File: src/rtl/adf_pkg.sv
package adf_pkg;

   localparam logic [7:0] CHAR_ZERO  = 8'h30;
   localparam logic [7:0] CHAR_NINE  = 8'h39;
   localparam logic [7:0] CHAR_POINT = 8'h2e;
   localparam logic [7:0] CHAR_MINUS = 8'h2d;

   localparam int unsigned VALUE_BITS  = 64;
   localparam int unsigned COUNT_BITS  = 4;
   localparam int unsigned WEIGHT_SLOTS = 16;

   typedef struct packed {
      logic [7:0] character;
      logic       last;
   } adf_req_type;

   typedef struct packed {
      logic signed [VALUE_BITS-1:0] value;
      logic                         overflow;
   } adf_rsp_type;

   // ten to the power k, by repeated multiplication
   function automatic logic [63:0] pow10(input int unsigned k);
      logic [63:0] p;
      p = 64'd1;
      for (int unsigned i = 0; i < k; i++) begin
         p = p * 64'd10;
      end
      return p;
   endfunction

endpackage

File: src/rtl/ascii_decimal_to_fixed_unit.sv
// Parses a signed decimal number sent as one ASCII character per transfer, the final
// character flagged by last, and returns one signed fixed-point result (INT_BITS integer
// bits, FRAC_BITS fraction bits, Q32.32 by default) for each number. A leading '-' makes
// the number negative, the first '.' starts the fraction, and any other character is
// ignored. Fraction digits past FRAC_DIGITS are dropped. An integer part too large for
// INT_BITS saturates and sets overflow, as does a value beyond the signed output range.
// A new character is taken every cycle while req_stall is low; a result passes through
// the input register, the finished number snapshot and the result register (accumulator
// update and output formatting lie between them), and the accumulators return to their
// start state right after that character, so numbers may follow each other without gaps.
module ascii_decimal_to_fixed_unit #(
   parameter int unsigned INT_BITS    = 32,
   parameter int unsigned FRAC_BITS   = 32,
   parameter int unsigned FRAC_DIGITS = 9
) (
   input  logic                 clock,
   input  logic                 reset,
   input  logic                 req_valid,
   output logic                 req_stall,
   input  adf_pkg::adf_req_type req_payload,
   output logic                 rsp_valid,
   input  logic                 rsp_stall,
   output adf_pkg::adf_rsp_type rsp_payload
);
   import adf_pkg::*;

   localparam int unsigned MAG_BITS = INT_BITS + FRAC_BITS;
   localparam int unsigned TOTAL_BITS = (MAG_BITS > VALUE_BITS) ? VALUE_BITS : MAG_BITS;
   localparam logic [VALUE_BITS-1:0] LIM_NEG = 64'd1 << (TOTAL_BITS - 1);
   localparam logic [VALUE_BITS-1:0] LIM_POS = LIM_NEG - 64'd1;

   typedef struct packed {
      logic [INT_BITS-1:0]  whole;
      logic [FRAC_BITS-1:0] frac;
      logic                 negative;
      logic                 saturated;
   } adf_final_type;

   // fraction digit weights, round half up of 2^FRAC_BITS / 10^k
   logic [FRAC_BITS-1:0] weight_table [WEIGHT_SLOTS];

   for (genvar k = 0; k < WEIGHT_SLOTS; k++) begin : g_weight
      if (k >= 1 && k <= FRAC_DIGITS) begin : g_on
         localparam logic [63:0] POW = pow10(k);
         localparam logic [63:0] WEIGHT = ((64'd1 << FRAC_BITS) + POW / 2) / POW;
         assign weight_table[k] = WEIGHT[FRAC_BITS-1:0];
      end else begin : g_off
         assign weight_table[k] = '0;
      end
   end

   // input register
   logic        in_valid_ff, in_valid_in;
   adf_req_type in_ff;

   // accumulator state
   logic [INT_BITS-1:0]   whole_ff, whole_in;
   logic [FRAC_BITS-1:0]  frac_ff, frac_in;
   logic [COUNT_BITS-1:0] count_ff, count_in;
   logic                  past_point_ff, past_point_in;
   logic                  negative_ff, negative_in;
   logic                  at_start_ff, at_start_in;
   logic                  saturated_ff, saturated_in;

   // finished number snapshot
   logic          fin_valid_ff, fin_valid_in;
   adf_final_type fin_ff, fin_in;

   // result register
   logic        rsp_valid_ff, rsp_valid_in;
   adf_rsp_type rsp_ff, rsp_in;

   logic out_free, fin_free, in_go, in_free;

   assign out_free  = !rsp_valid_ff || !rsp_stall;
   assign fin_free  = !fin_valid_ff || out_free;
   assign in_go     = in_valid_ff && (!in_ff.last || fin_free);
   assign in_free   = !in_valid_ff || in_go;
   assign req_stall = !in_free;

   assign in_valid_in = in_free ? req_valid : in_valid_ff;

   // accumulator update
   logic [7:0]            ch;
   logic                  is_digit, minus_hit, point_hit;
   logic [3:0]            digit;
   logic [INT_BITS+3:0]   whole_ext, whole_sum;
   logic [FRAC_BITS+3:0]  frac_prod, frac_sum;
   logic [COUNT_BITS-1:0] count_next;
   logic [INT_BITS-1:0]   whole_upd;
   logic [FRAC_BITS-1:0]  frac_upd;
   logic [COUNT_BITS-1:0] count_upd;
   logic                  past_point_upd, negative_upd, saturated_upd;

   assign ch        = in_ff.character;
   assign is_digit  = (ch >= CHAR_ZERO) && (ch <= CHAR_NINE);
   assign minus_hit = at_start_ff && (ch == CHAR_MINUS);
   assign point_hit = !minus_hit && (ch == CHAR_POINT);
   assign digit     = 4'(ch - CHAR_ZERO);

   assign whole_ext  = {4'b0, whole_ff};
   assign whole_sum  = (whole_ext << 3) + (whole_ext << 1) + (INT_BITS + 4)'(digit);
   assign count_next = count_ff + COUNT_BITS'(1);
   assign frac_prod  = (FRAC_BITS + 4)'(digit) * (FRAC_BITS + 4)'(weight_table[count_next]);
   assign frac_sum   = {4'b0, frac_ff} + frac_prod;

   always_comb begin
      whole_upd      = whole_ff;
      frac_upd       = frac_ff;
      count_upd      = count_ff;
      past_point_upd = past_point_ff;
      negative_upd   = negative_ff;
      saturated_upd  = saturated_ff;
      if (minus_hit) begin
         negative_upd = 1'b1;
      end else if (point_hit) begin
         past_point_upd = 1'b1;
      end else if (is_digit) begin
         if (!past_point_ff) begin
            if (|whole_sum[INT_BITS+3:INT_BITS]) begin
               whole_upd     = '1;
               saturated_upd = 1'b1;
            end else begin
               whole_upd = whole_sum[INT_BITS-1:0];
            end
         end else if (count_ff < COUNT_BITS'(FRAC_DIGITS)) begin
            count_upd = count_next;
            frac_upd  = (|frac_sum[FRAC_BITS+3:FRAC_BITS]) ? '1 : frac_sum[FRAC_BITS-1:0];
         end
      end
   end

   always_comb begin
      whole_in      = whole_ff;
      frac_in       = frac_ff;
      count_in      = count_ff;
      past_point_in = past_point_ff;
      negative_in   = negative_ff;
      at_start_in   = at_start_ff;
      saturated_in  = saturated_ff;
      if (in_go) begin
         if (in_ff.last) begin
            whole_in      = '0;
            frac_in       = '0;
            count_in      = '0;
            past_point_in = 1'b0;
            negative_in   = 1'b0;
            at_start_in   = 1'b1;
            saturated_in  = 1'b0;
         end else begin
            whole_in      = whole_upd;
            frac_in       = frac_upd;
            count_in      = count_upd;
            past_point_in = past_point_upd;
            negative_in   = negative_upd;
            at_start_in   = 1'b0;
            saturated_in  = saturated_upd;
         end
      end
   end

   assign fin_valid_in = fin_free ? (in_go && in_ff.last) : fin_valid_ff;
   assign fin_in = '{whole: whole_upd, frac: frac_upd, negative: negative_upd,
                     saturated: saturated_upd};

   // output formatting
   logic [MAG_BITS+VALUE_BITS-1:0] mag_ext;
   logic [VALUE_BITS-1:0]          mag, lim, mag_out;
   logic                           clip;

   assign mag_ext = {{VALUE_BITS{1'b0}}, fin_ff.whole, fin_ff.frac};
   assign mag     = mag_ext[VALUE_BITS-1:0];
   assign lim     = fin_ff.negative ? LIM_NEG : LIM_POS;
   assign clip    = fin_ff.saturated || (mag > lim);
   assign mag_out = clip ? lim : mag;

   assign rsp_valid_in    = out_free ? fin_valid_ff : rsp_valid_ff;
   assign rsp_in.value    = $signed(fin_ff.negative ? (~mag_out + 64'd1) : mag_out);
   assign rsp_in.overflow = clip;

   always_ff @(posedge clock) begin
      if (reset) begin
         in_valid_ff   <= 1'b0;
         fin_valid_ff  <= 1'b0;
         rsp_valid_ff  <= 1'b0;
         whole_ff      <= '0;
         frac_ff       <= '0;
         count_ff      <= '0;
         past_point_ff <= 1'b0;
         negative_ff   <= 1'b0;
         at_start_ff   <= 1'b1;
         saturated_ff  <= 1'b0;
      end else begin
         in_valid_ff   <= in_valid_in;
         fin_valid_ff  <= fin_valid_in;
         rsp_valid_ff  <= rsp_valid_in;
         whole_ff      <= whole_in;
         frac_ff       <= frac_in;
         count_ff      <= count_in;
         past_point_ff <= past_point_in;
         negative_ff   <= negative_in;
         at_start_ff   <= at_start_in;
         saturated_ff  <= saturated_in;
      end
   end

   always_ff @(posedge clock) begin
      if (in_free && req_valid) begin
         in_ff <= req_payload;
      end
      if (fin_free && in_go && in_ff.last) begin
         fin_ff <= fin_in;
      end
      if (out_free && fin_valid_ff) begin
         rsp_ff <= rsp_in;
      end
   end

   assign rsp_valid   = rsp_valid_ff;
   assign rsp_payload = rsp_ff;

`ifndef NO_ASSERTIONS
   a_count_bound: assert property (@(posedge clock) disable iff (reset)
      count_ff <= COUNT_BITS'(FRAC_DIGITS))
      else $error("fraction digit count beyond limit");

   a_count_needs_point: assert property (@(posedge clock) disable iff (reset)
      !past_point_ff |-> (count_ff == '0))
      else $error("fraction digits counted before point");

   a_restart_after_last: assert property (@(posedge clock) disable iff (reset)
      (in_go && in_ff.last) |=> (at_start_ff && !saturated_ff && whole_ff == '0))
      else $error("accumulators not cleared after last character");

   a_saturation_flags: assert property (@(posedge clock) disable iff (reset)
      (out_free && fin_valid_ff && fin_ff.saturated) |=> (rsp_valid_ff && rsp_ff.overflow))
      else $error("saturated integer part without overflow");
`endif

endmodule
File: config.mk
export PLATFORM = sky130hd
export DESIGN_NAME = ascii_decimal_to_fixed_unit
export DESIGN_NICKNAME = d
export VERILOG_FILES = /design/src/rtl/adf_pkg.sv /design/src/rtl/ascii_decimal_to_fixed_unit.sv
export SDC_FILE = /design/constraint.sdc
export NUM_CORES = 1
export LEC_CHECK = 0
export ABC_AREA = 1
export BUFFER_PORTS_ARGS = -buffer_cell sky130_fd_sc_hd__buf_2
export CAP_MARGIN = 20
export CORE_AREA = 2 2 191 269
export DETAILED_ROUTE_END_ITERATION = 16
export DIE_AREA = 0 0 193 271
export PLACE_DENSITY = 0.59
export SYNTH_ARGS = -nofsm -noshare
export SYNTH_HDL_FRONTEND = slang
export SYNTH_SLANG_ARGS = --single-unit
File: constraint.sdc
create_clock -name clock -period 6.5 [get_ports clock]
set_clock_uncertainty 0.05 [all_clocks]
set_input_delay 0.65 -clock clock [delete_from_list [all_inputs] [get_ports clock]]
set_output_delay 0.65 -clock clock [all_outputs]
set_load 0.01 [all_outputs]
== Yosys cells after proc, flatten, opt, wreduce, memory -nomap -nowiden ==
Memory sizes are Yosys's and may differ from the RTL's.
Cells that the tools add are included.

* Bits in registers: 215
* ROM bits: 512
* Bits of input ports: 13
* Output and inout bits: 67
* Logic and storage cells: 102
* Memories: 1

{| class="wikitable"
|+ Memory list
! name !! words !! bits a word !! read ports !! clocked after Yosys merged registers in !! write ports !! RTL line !! RTL
|-
| (no name shown) || 16 || 32 || 1 || 0 || 0 || ascii_decimal_to_fixed_unit.sv:104 || <nowiki>assign frac_prod = (FRAC_BITS + 4)'(digit) * (FRAC_BITS + 4)'(weight_table[count_next]);</nowiki>
|}

* $add $sub $neg: 6
* $mul: 1
* $lt $le $gt $ge: 5
* Equality and inequality tests: 4
* Muxes and demuxes: 36
* Bitwise operators: 2
* Reduce and logical (&&, ||, !) cells: 29

{| class="wikitable"
|+ Operator list
! kind !! number
|-
| 32-bit 2-to-1 mux || 15
|-
| 64-bit 2-to-1 mux || 3
|-
| 64-bit by 1-bit adder with 64-bit output (second input constant) || 1
|-
| 64-bit greater-than comparator || 1
|-
| 64-bit NOT || 1
|-
| 32-bit by 36-bit adder with 36-bit output || 1
|-
| 35-bit by 33-bit adder with 36-bit output || 1
|-
| 36-bit by 4-bit adder with 36-bit output || 1
|-
| 4-bit by 32-bit multiplier with 36-bit output || 1
|-
| 4-bit 2-to-1 mux || 6
|-
| 8-bit by 6-bit == test with 1-bit output (second input constant) || 2
|-
| 1-bit 2-to-1 mux || 12
|-
| 1-bit logical AND || 9
|-
| 8-bit by 6-bit >= comparator with 1-bit output (second input constant) || 1
|-
| 8-bit by 6-bit <= comparator with 1-bit output (second input constant) || 1
|-
| 2-bit nonzero test || 4
|-
| 4-bit OR reduction || 2
|-
| 1-bit logical NOT || 7
|-
| 6-bit AND reduction || 1
|-
| 5-bit >= comparator (second input constant) || 1
|-
| 1-bit logical OR || 5
|-
| 4-bit NOT with 5-bit output || 1
|-
| 4-bit by 1-bit adder with 4-bit output (second input constant) || 1
|-
| 4-bit less-than comparator (second input constant) || 1
|-
| 3 further kinds || 4
|}

== Logic depth before layout (Yosys ltp) ==
* Depth in word-level cells: 15
* Mapped depth: 37
* Mapped depth without buffers: 32

== Worst setup path before layout ==
No wires, ideal clock.

* Path kind: register -> register
* From: reg count_ff[1]
* To: reg fin_ff[17] (netlist name) (data pin)
* Library setup time: 0.250 ns
* Arrival: 5.352 ns
* Required time: 6.200 ns
* Path slack: 0.849 ns
* Stages on the path, launching flop included: 32
* Path buffers: 1
* Clock period less this slack: 5.651 ns
* Cells stage by stage: dfxtp_1 ha_1 inv_1 ha_1 inv_1 nor2_1 nand2_1 o21ai_0 nand2_1 nand2_1 nor2_1 fa_1 fa_1 inv_1 fa_1 inv_1 ha_1 a21oi_1 nand2_1 a31oi_1 o21ai_1 a21oi_1 o21ai_1 a21oi_1 nor2_1 nor2_4 nand3_2 inv_2 buf_6 nand2_1 nand2_1 inv_1

* Cells in the longest elaborated chain, start to end: 14
* Elaborated cells between the ends (all ways): 15
* Those cells by class: 2 x add/sub; 1 x mul; 1 x order compare; 8 x mux; 1 x bitwise; 1 x reduce/logical; 1 x memory

{| class="wikitable"
|+ Ends and longest elaborated chain
! item !! RTL line !! RTL
|-
| start: declaration || ascii_decimal_to_fixed_unit.sv:59 || <nowiki>logic [COUNT_BITS-1:0] count_ff, count_in;</nowiki>
|-
| start signal: assignment || ascii_decimal_to_fixed_unit.sv:199 || <nowiki>count_ff <= count_in;</nowiki>
|-
| 4-bit by 1-bit adder with 4-bit output || ascii_decimal_to_fixed_unit.sv:103 || <nowiki>assign count_next = count_ff + COUNT_BITS'(1);</nowiki>
|-
| 4-bit NOT with 5-bit output (not written as such) || ascii_decimal_to_fixed_unit.sv:104 ||
|-
| memory read 16 x 32 bit || - ||
|-
| 32-bit 2-to-1 mux (not written as such) (2 in a row) || ascii_decimal_to_fixed_unit.sv:104 ||
|-
| 4-bit by 32-bit multiplier with 36-bit output || ascii_decimal_to_fixed_unit.sv:104 ||
|-
| 32-bit by 36-bit adder with 36-bit output || ascii_decimal_to_fixed_unit.sv:105 || <nowiki>assign frac_sum = {4'b0, frac_ff} + frac_prod;</nowiki>
|-
| 4-bit OR reduction || ascii_decimal_to_fixed_unit.sv:128 || <nowiki>frac_upd = (|frac_sum[FRAC_BITS+3:FRAC_BITS]) ? '1 : frac_sum[FRAC_BITS-1:0];</nowiki>
|-
| 32-bit 2-to-1 mux || ascii_decimal_to_fixed_unit.sv:128 ||
|-
| 32-bit 2-to-1 mux (*) || ascii_decimal_to_fixed_unit.sv:126 || <nowiki>end else if (count_ff < COUNT_BITS'(FRAC_DIGITS)) begin</nowiki>
|-
| 32-bit 2-to-1 mux (*) || ascii_decimal_to_fixed_unit.sv:119 || <nowiki>if (!past_point_ff) begin</nowiki>
|-
| 32-bit 2-to-1 mux (*) || ascii_decimal_to_fixed_unit.sv:118 || <nowiki>end else if (is_digit) begin</nowiki>
|-
| 32-bit 2-to-1 mux (*) || ascii_decimal_to_fixed_unit.sv:116 || <nowiki>end else if (point_hit) begin</nowiki>
|-
| 32-bit 2-to-1 mux (*) || ascii_decimal_to_fixed_unit.sv:114 || <nowiki>if (minus_hit) begin</nowiki>
|-
| via frac_upd[15] || ascii_decimal_to_fixed_unit.sv:91 || <nowiki>logic [FRAC_BITS-1:0] frac_upd;</nowiki>
|-
| end signal: assignment || ascii_decimal_to_fixed_unit.sv:212 || <nowiki>fin_ff <= fin_in;</nowiki>
|-
| end: declaration || ascii_decimal_to_fixed_unit.sv:67 || <nowiki>adf_final_type fin_ff, fin_in;</nowiki>
|}

Mark *: on every way through the listed nets, which the timed path passes. The rest lies on a longest branch. The select of a mux whose other input is x is not followed.
A chain may end at the register's enable or synchronous reset.

== Worst setup path after layout ==
* From: reg count_ff[1]
* To: reg fin_ff[25] (netlist name) (data pin)

Same word-level chain as after synthesis.

==> impl_summary.txt <==
----------------------------------------------------
[Yosys]
  Synthesized-area fraction occupied by and/or/nand/nor cells ... 29.0%
  Most area-hungry cell type in the Yosys netlist ... sky130_fd_sc_hd__edfxtp_1
  Main flop type after synthesis ... sky130_fd_sc_hd__edfxtp_1
  Fraction of the mapped netlist area in compound gates ... 10.1%
  Cell types with the largest area share after synthesis ... sky130_fd_sc_hd__edfxtp_1 (21%), sky130_fd_sc_hd__ha_1 (12%), sky130_fd_sc_hd__nand2_1 (12%)
  Dominant combinational cell family by area after synthesis ... simple AND/OR/NAND/NOR gates
  Net count after synthesis ... 2984
  Yosys cell types ... 54
  Gate Count Post-Synth ... 2708
  Multiplexer area fraction after synthesis ... less than 1%
  Combined area of all synthesized cells ... 19800 sq um
  Number of enable flip-flop cells after synthesis ... 140
  Xor and xnor area share after synthesis ... roughly 2.7%
  Ys async rst share ... 0%
  Synth Warn # ... 0
  Adder-Cell Fraction of Synth Area ... 19.6%
  Mean post-synth cell area ... 7.30 sq um
  Post-synth top area share ... 21.3%
  Fraction of the yosys area taken by sequential cells ... 28.9%
  Synth Register Bits ... 215

[GRT]
  GRT Resource Usage Total ... 21.8%
  Remaining global-route overflow ... 0
  Initial antenna violation count ... 0
  Maximum number of pins on one net before global-route repair ... 72
  Number of global-route vias before repair ... 17.3k
  Wire length of the first global-routing pass ... slightly above 90 mm

[Critical path]
  Worst setup EP type ... flop
  Critical path buffers and inverters ... 6
  CP Max Fanout ... 9
  Required time at the endpoint of the critical path ... 6750 ps
  Critical-path cell with the highest stage delay ... sky130_fd_sc_hd__fa_1
  Category of cells accounting for the largest share of critical-path delay ... adder cells
  Sort of element at the start of the critical path ... flop
  Crit path top cell by count ... sky130_fd_sc_hd__nand2_1
  Startpoint-to-endpoint class of the critical path ... reg -> reg
  Critical path's largest stage delay ... between 500 and 600 ps
  Register-to-register path setup slack ... between 300 and 400 ps
  Critical path data arrival time ... 6390 ps

[Clock tree]
  Clock tree sinks ... 215
  CTS Buffer Depth ... 3
  Root cell of the clock tree ... sky130_fd_sc_hd__clkbuf_16
  TritonCTS buffer count ... 25
  Number of hold buffers added after cts ... 0
  Clock tree from TritonCTS ... done
  Maximum level of the CTS H-tree ... 1
  Insertion delay to the later sink of the worst-skew pair ... between 500 and 600 ps
  Clock Pin Slew Worst Setup and Hold Paths ... 60 ps

[Floorplanning]
  Initial core utilization ... between 30 and 40%
  Std-Cell Core Area ... 49800 sq um
  Die area ... 52300 sq um
  Height of the die ... 271 um
  Top-level I/O count ... 80
  Die span in x ... 193 um
  Standard-cell rows ... 97

[Layout]
  Fraction of layout cells with a size suffix above 1 ... a little under a tenth
  Antenna diode count ... 0
  Number of inserted filler cells in the final layout ... 5163
  Nets ... 3042
  Post-layout util ... 43.7%
  Area added between synthesis and finish ... 9.91%

[Drt]
  Top Layer Used ... met4
  Post-detailed-route count of antenna-violating nets ... 0
  Detailed-routed wire length on met2 ... 27.5 mm
  Met3 routed wirelength ... ~1.8 mm
  Initial detailed-routing violation count ... approximately 1.0k
  Total wire length after detailed routing ... 56.7 mm
  Post-DR vias/cell ... between 5 and 6
  Post-route DRC ... 0
  Average detailed-routed wire length per instance ... 16.5 um
  First-pass iteration count of the detailed router ... 6
  Via count of the routed design ... between 15k and 20k
  Routed metal-1 wirelength ... 24.3 mm

[Power]
  Switching Fraction ... roughly 34%
  P_sw ... 1.40 mW
  Post-layout total power ... 4.10 mW
  Peak supply drop ... 0.000197 V
  Power share of the combinational group ... 28.4%
  Part of the total power dissipated in the clock network ... 35.0%
  Sequential power share ... 36.6%
  P per Cell Area ... 189 nW/um^2
  Design internal power ... 2.70 mW
  Leakage dissipation ... 10.7 nW

[Place]
  Placed wire-length estimate ... between 40 and 50 mm
  Buffers added on ports ... just under 80
  Routability congestion estimate ... 0.983

[STA]
  Final critical path time including I/O delays and setup ... 6130 ps
  Maximum operating frequency ... about 160 MHz
  Max-Slew Margin vs Limit ... between 40% and 50%
  Final Hold Vio Count ... 0
  Max-slew violation count ... 0
  Setup-violating endpoint count in the final report ... 0
  Measured slew at the worst slew-check pin ... 892 ps
  Crit share post-route ... 94.4%

[Hold path]
  Kind of path behind the tightest hold check ... in -> reg

[Outcome]
  Result of the run ... finished, final reports clean

[Run]
  Max_cap viols ... 0

----------------------------------------------------
==> cell usage in the layout, fill, tap and decap left out, types with 7 or more instances in the layout <==
cell | netlist | final
sky130_fd_sc_hd__a21o_1 | 8 | 8
sky130_fd_sc_hd__a21oi_1 | 196 | 192
sky130_fd_sc_hd__a31oi_1 | 10 | 9
sky130_fd_sc_hd__buf_2 | 8 | 79
sky130_fd_sc_hd__buf_4 | 2 | 20
sky130_fd_sc_hd__clkbuf_16 | 0 | 27
sky130_fd_sc_hd__dfxtp_1 | 75 | 73
sky130_fd_sc_hd__edfxtp_1 | 140 | 140
sky130_fd_sc_hd__fa_1 | 78 | 78
sky130_fd_sc_hd__ha_1 | 185 | 183
sky130_fd_sc_hd__inv_1 | 415 | 414
sky130_fd_sc_hd__inv_2 | 7 | 8
sky130_fd_sc_hd__nand2_1 | 611 | 608
sky130_fd_sc_hd__nand2_2 | 11 | 14
sky130_fd_sc_hd__nand3_1 | 222 | 222
sky130_fd_sc_hd__nand3_2 | 10 | 10
sky130_fd_sc_hd__nand3b_1 | 13 | 13
sky130_fd_sc_hd__nand4_1 | 30 | 30
sky130_fd_sc_hd__nor2_1 | 314 | 311
sky130_fd_sc_hd__nor2_2 | 18 | 20
sky130_fd_sc_hd__nor3_1 | 16 | 16
sky130_fd_sc_hd__nor4_1 | 7 | 7
sky130_fd_sc_hd__o21a_1 | 14 | 14
sky130_fd_sc_hd__o21ai_0 | 91 | 90
sky130_fd_sc_hd__o21ai_1 | 20 | 21
sky130_fd_sc_hd__or2_2 | 42 | 42
sky130_fd_sc_hd__xnor2_1 | 26 | 26
sky130_fd_sc_hd__xor2_1 | 32 | 32
==> state kept, by name, indices dropped and copies added (netlist names) <==
name	flops
rsp_payload	65
rsp_valid	1
in_ff	1
whole_ff	32
negative_ff	1
saturated_ff	1
in_valid_ff	1
count_ff	4
fin_valid_ff	1
ch	8
fin_ff	66
at_start_ff	1
frac_ff	32
past_point_ff	1
==> path summary, 6_finish.rpt <==
path,startpoint,cells after the start,end
max,count_ff[1]$_SDFFE_PP0P_,29,fin_ff[25]$_DFFE_PP_
min,req_payload[2],1,ch[1]$_DFFE_PP_
max reg2reg,count_ff[1]$_SDFFE_PP0P_,29,fin_ff[25]$_DFFE_PP_
min reg2reg,frac_ff[19]$_SDFFE_PP0P_,2,frac_ff[19]$_SDFFE_PP0P_
==> worst reg2reg max path: cells and delay by family (launching register included) <==
| family | cells | cell delay [ps] |
|---|---|---|
| xor gates and xnor gates | 1 | 190 |
| and+or+nand+nor | 10 | 1110 |
| DFF | 1 | 410 |
| buffers and inverters | 6 | 470 |
| adders and majority gates | 6 | 2450 |
| AOI/OAI and AO/OA | 6 | 1230 |
==> what timing repair did <==
action | 4_1_cts | 5_1_grt
endpoints found under the setup margin | 0 | 60
gates resized for setup | 0 | 13
buffers inserted | 0 | 1
==> metal layers <==
| metal | vias to the layer above | track usage, % |
|---|---|---|
| met5 | - | 0 |
| met4 | 0 | 10.1 |
| met3 | 110 | 1.73 |
| met2 | 370 | 38.0 |
| met1 | 8207 | 27.0 |
| li1 | 8903 | - |
==> synth_stat cells (5+ instances only) <==
| cell type | n |
|---|---|
| sky130_fd_sc_hd__dfxtp_1 | 75 |
| sky130_fd_sc_hd__nor2_2 | 18 |
| sky130_fd_sc_hd__nor2_1 | 314 |
| sky130_fd_sc_hd__a21boi_0 | 6 |
| sky130_fd_sc_hd__nand2_1 | 611 |
| sky130_fd_sc_hd__nand4_1 | 30 |
| sky130_fd_sc_hd__edfxtp_1 | 140 |
| sky130_fd_sc_hd__o21ai_0 | 91 |
| sky130_fd_sc_hd__or2_2 | 42 |
| sky130_fd_sc_hd__nor4_1 | 7 |
| sky130_fd_sc_hd__xnor2_1 | 26 |
| sky130_fd_sc_hd__a21o_1 | 8 |
| sky130_fd_sc_hd__inv_2 | 7 |
| sky130_fd_sc_hd__xor2_1 | 32 |
| sky130_fd_sc_hd__clkbuf_1 | 45 |
| sky130_fd_sc_hd__nand3b_1 | 13 |
| sky130_fd_sc_hd__buf_1 | 7 |
| sky130_fd_sc_hd__fa_1 | 78 |
| sky130_fd_sc_hd__a21oi_1 | 196 |
| sky130_fd_sc_hd__nand2_2 | 11 |
| sky130_fd_sc_hd__inv_1 | 415 |
| sky130_fd_sc_hd__nor3_1 | 16 |
| sky130_fd_sc_hd__a31oi_1 | 10 |
| sky130_fd_sc_hd__o21ai_1 | 20 |
| sky130_fd_sc_hd__nand3_2 | 10 |
| sky130_fd_sc_hd__nand3_1 | 222 |
| sky130_fd_sc_hd__ha_1 | 185 |
| sky130_fd_sc_hd__buf_6 | 8 |
| sky130_fd_sc_hd__o21a_1 | 14 |
| sky130_fd_sc_hd__and2_1 | 5 |
| sky130_fd_sc_hd__buf_2 | 8 |
==> final cells by class <==
type	instances	area, sq um	area share (%)
tap	643	805	3.70
clock inverter	13	124	0.570
timing repair buffer	101	586	2.69
sequential	215	5710	26.3
multi-input combinational	2000	12200	56.2
clock buffer	33	718	3.31
inverter	423	1590	7.31
==> power by group through the flow <==
stage | sequential [mW] | clock [mW] | combinational [mW]
2_1_floorplan | 1.54 | 0 | 0.849
3_3_place_gp | 1.53 | 0 | 1.14
3_5_place_dp | 1.53 | 0 | 1.15
4_1_cts | 1.50 | 1.48 | 1.16
5_1_grt | 1.51 | 1.53 | 1.32
6_report | 1.50 | 1.44 | 1.16
==> through the flow <==
stage | worst slack (ps) | cell area, sq um | hold slack [ps] | setup TNS (ps) | std cells
final | 367 | 21700 | 224 | 0 | 3428
after global routing | -7.77 | 21700 | 199 | -18.2 | 3428
after CTS | 173 | 21700 | 185 | 0 | 3427
after detailed placement | 191 | 20800 | 410 | 0 | 3381
after global placement | 379 | 20800 | 400 | 0 | 3381
after floorplan | 849 | 19800 | 390 | 0 | 2708
==> cell families after synthesis <==
family / count (synthesis)
buffers and inverters: 493
adders and majority gates: 263
and+or+nand+nor: 1310
xor gates and xnor gates: 59
AOI/OAI and AO/OA: 367
muxes: 1
DFF: 215
Power figures use the tool's default switching activity.
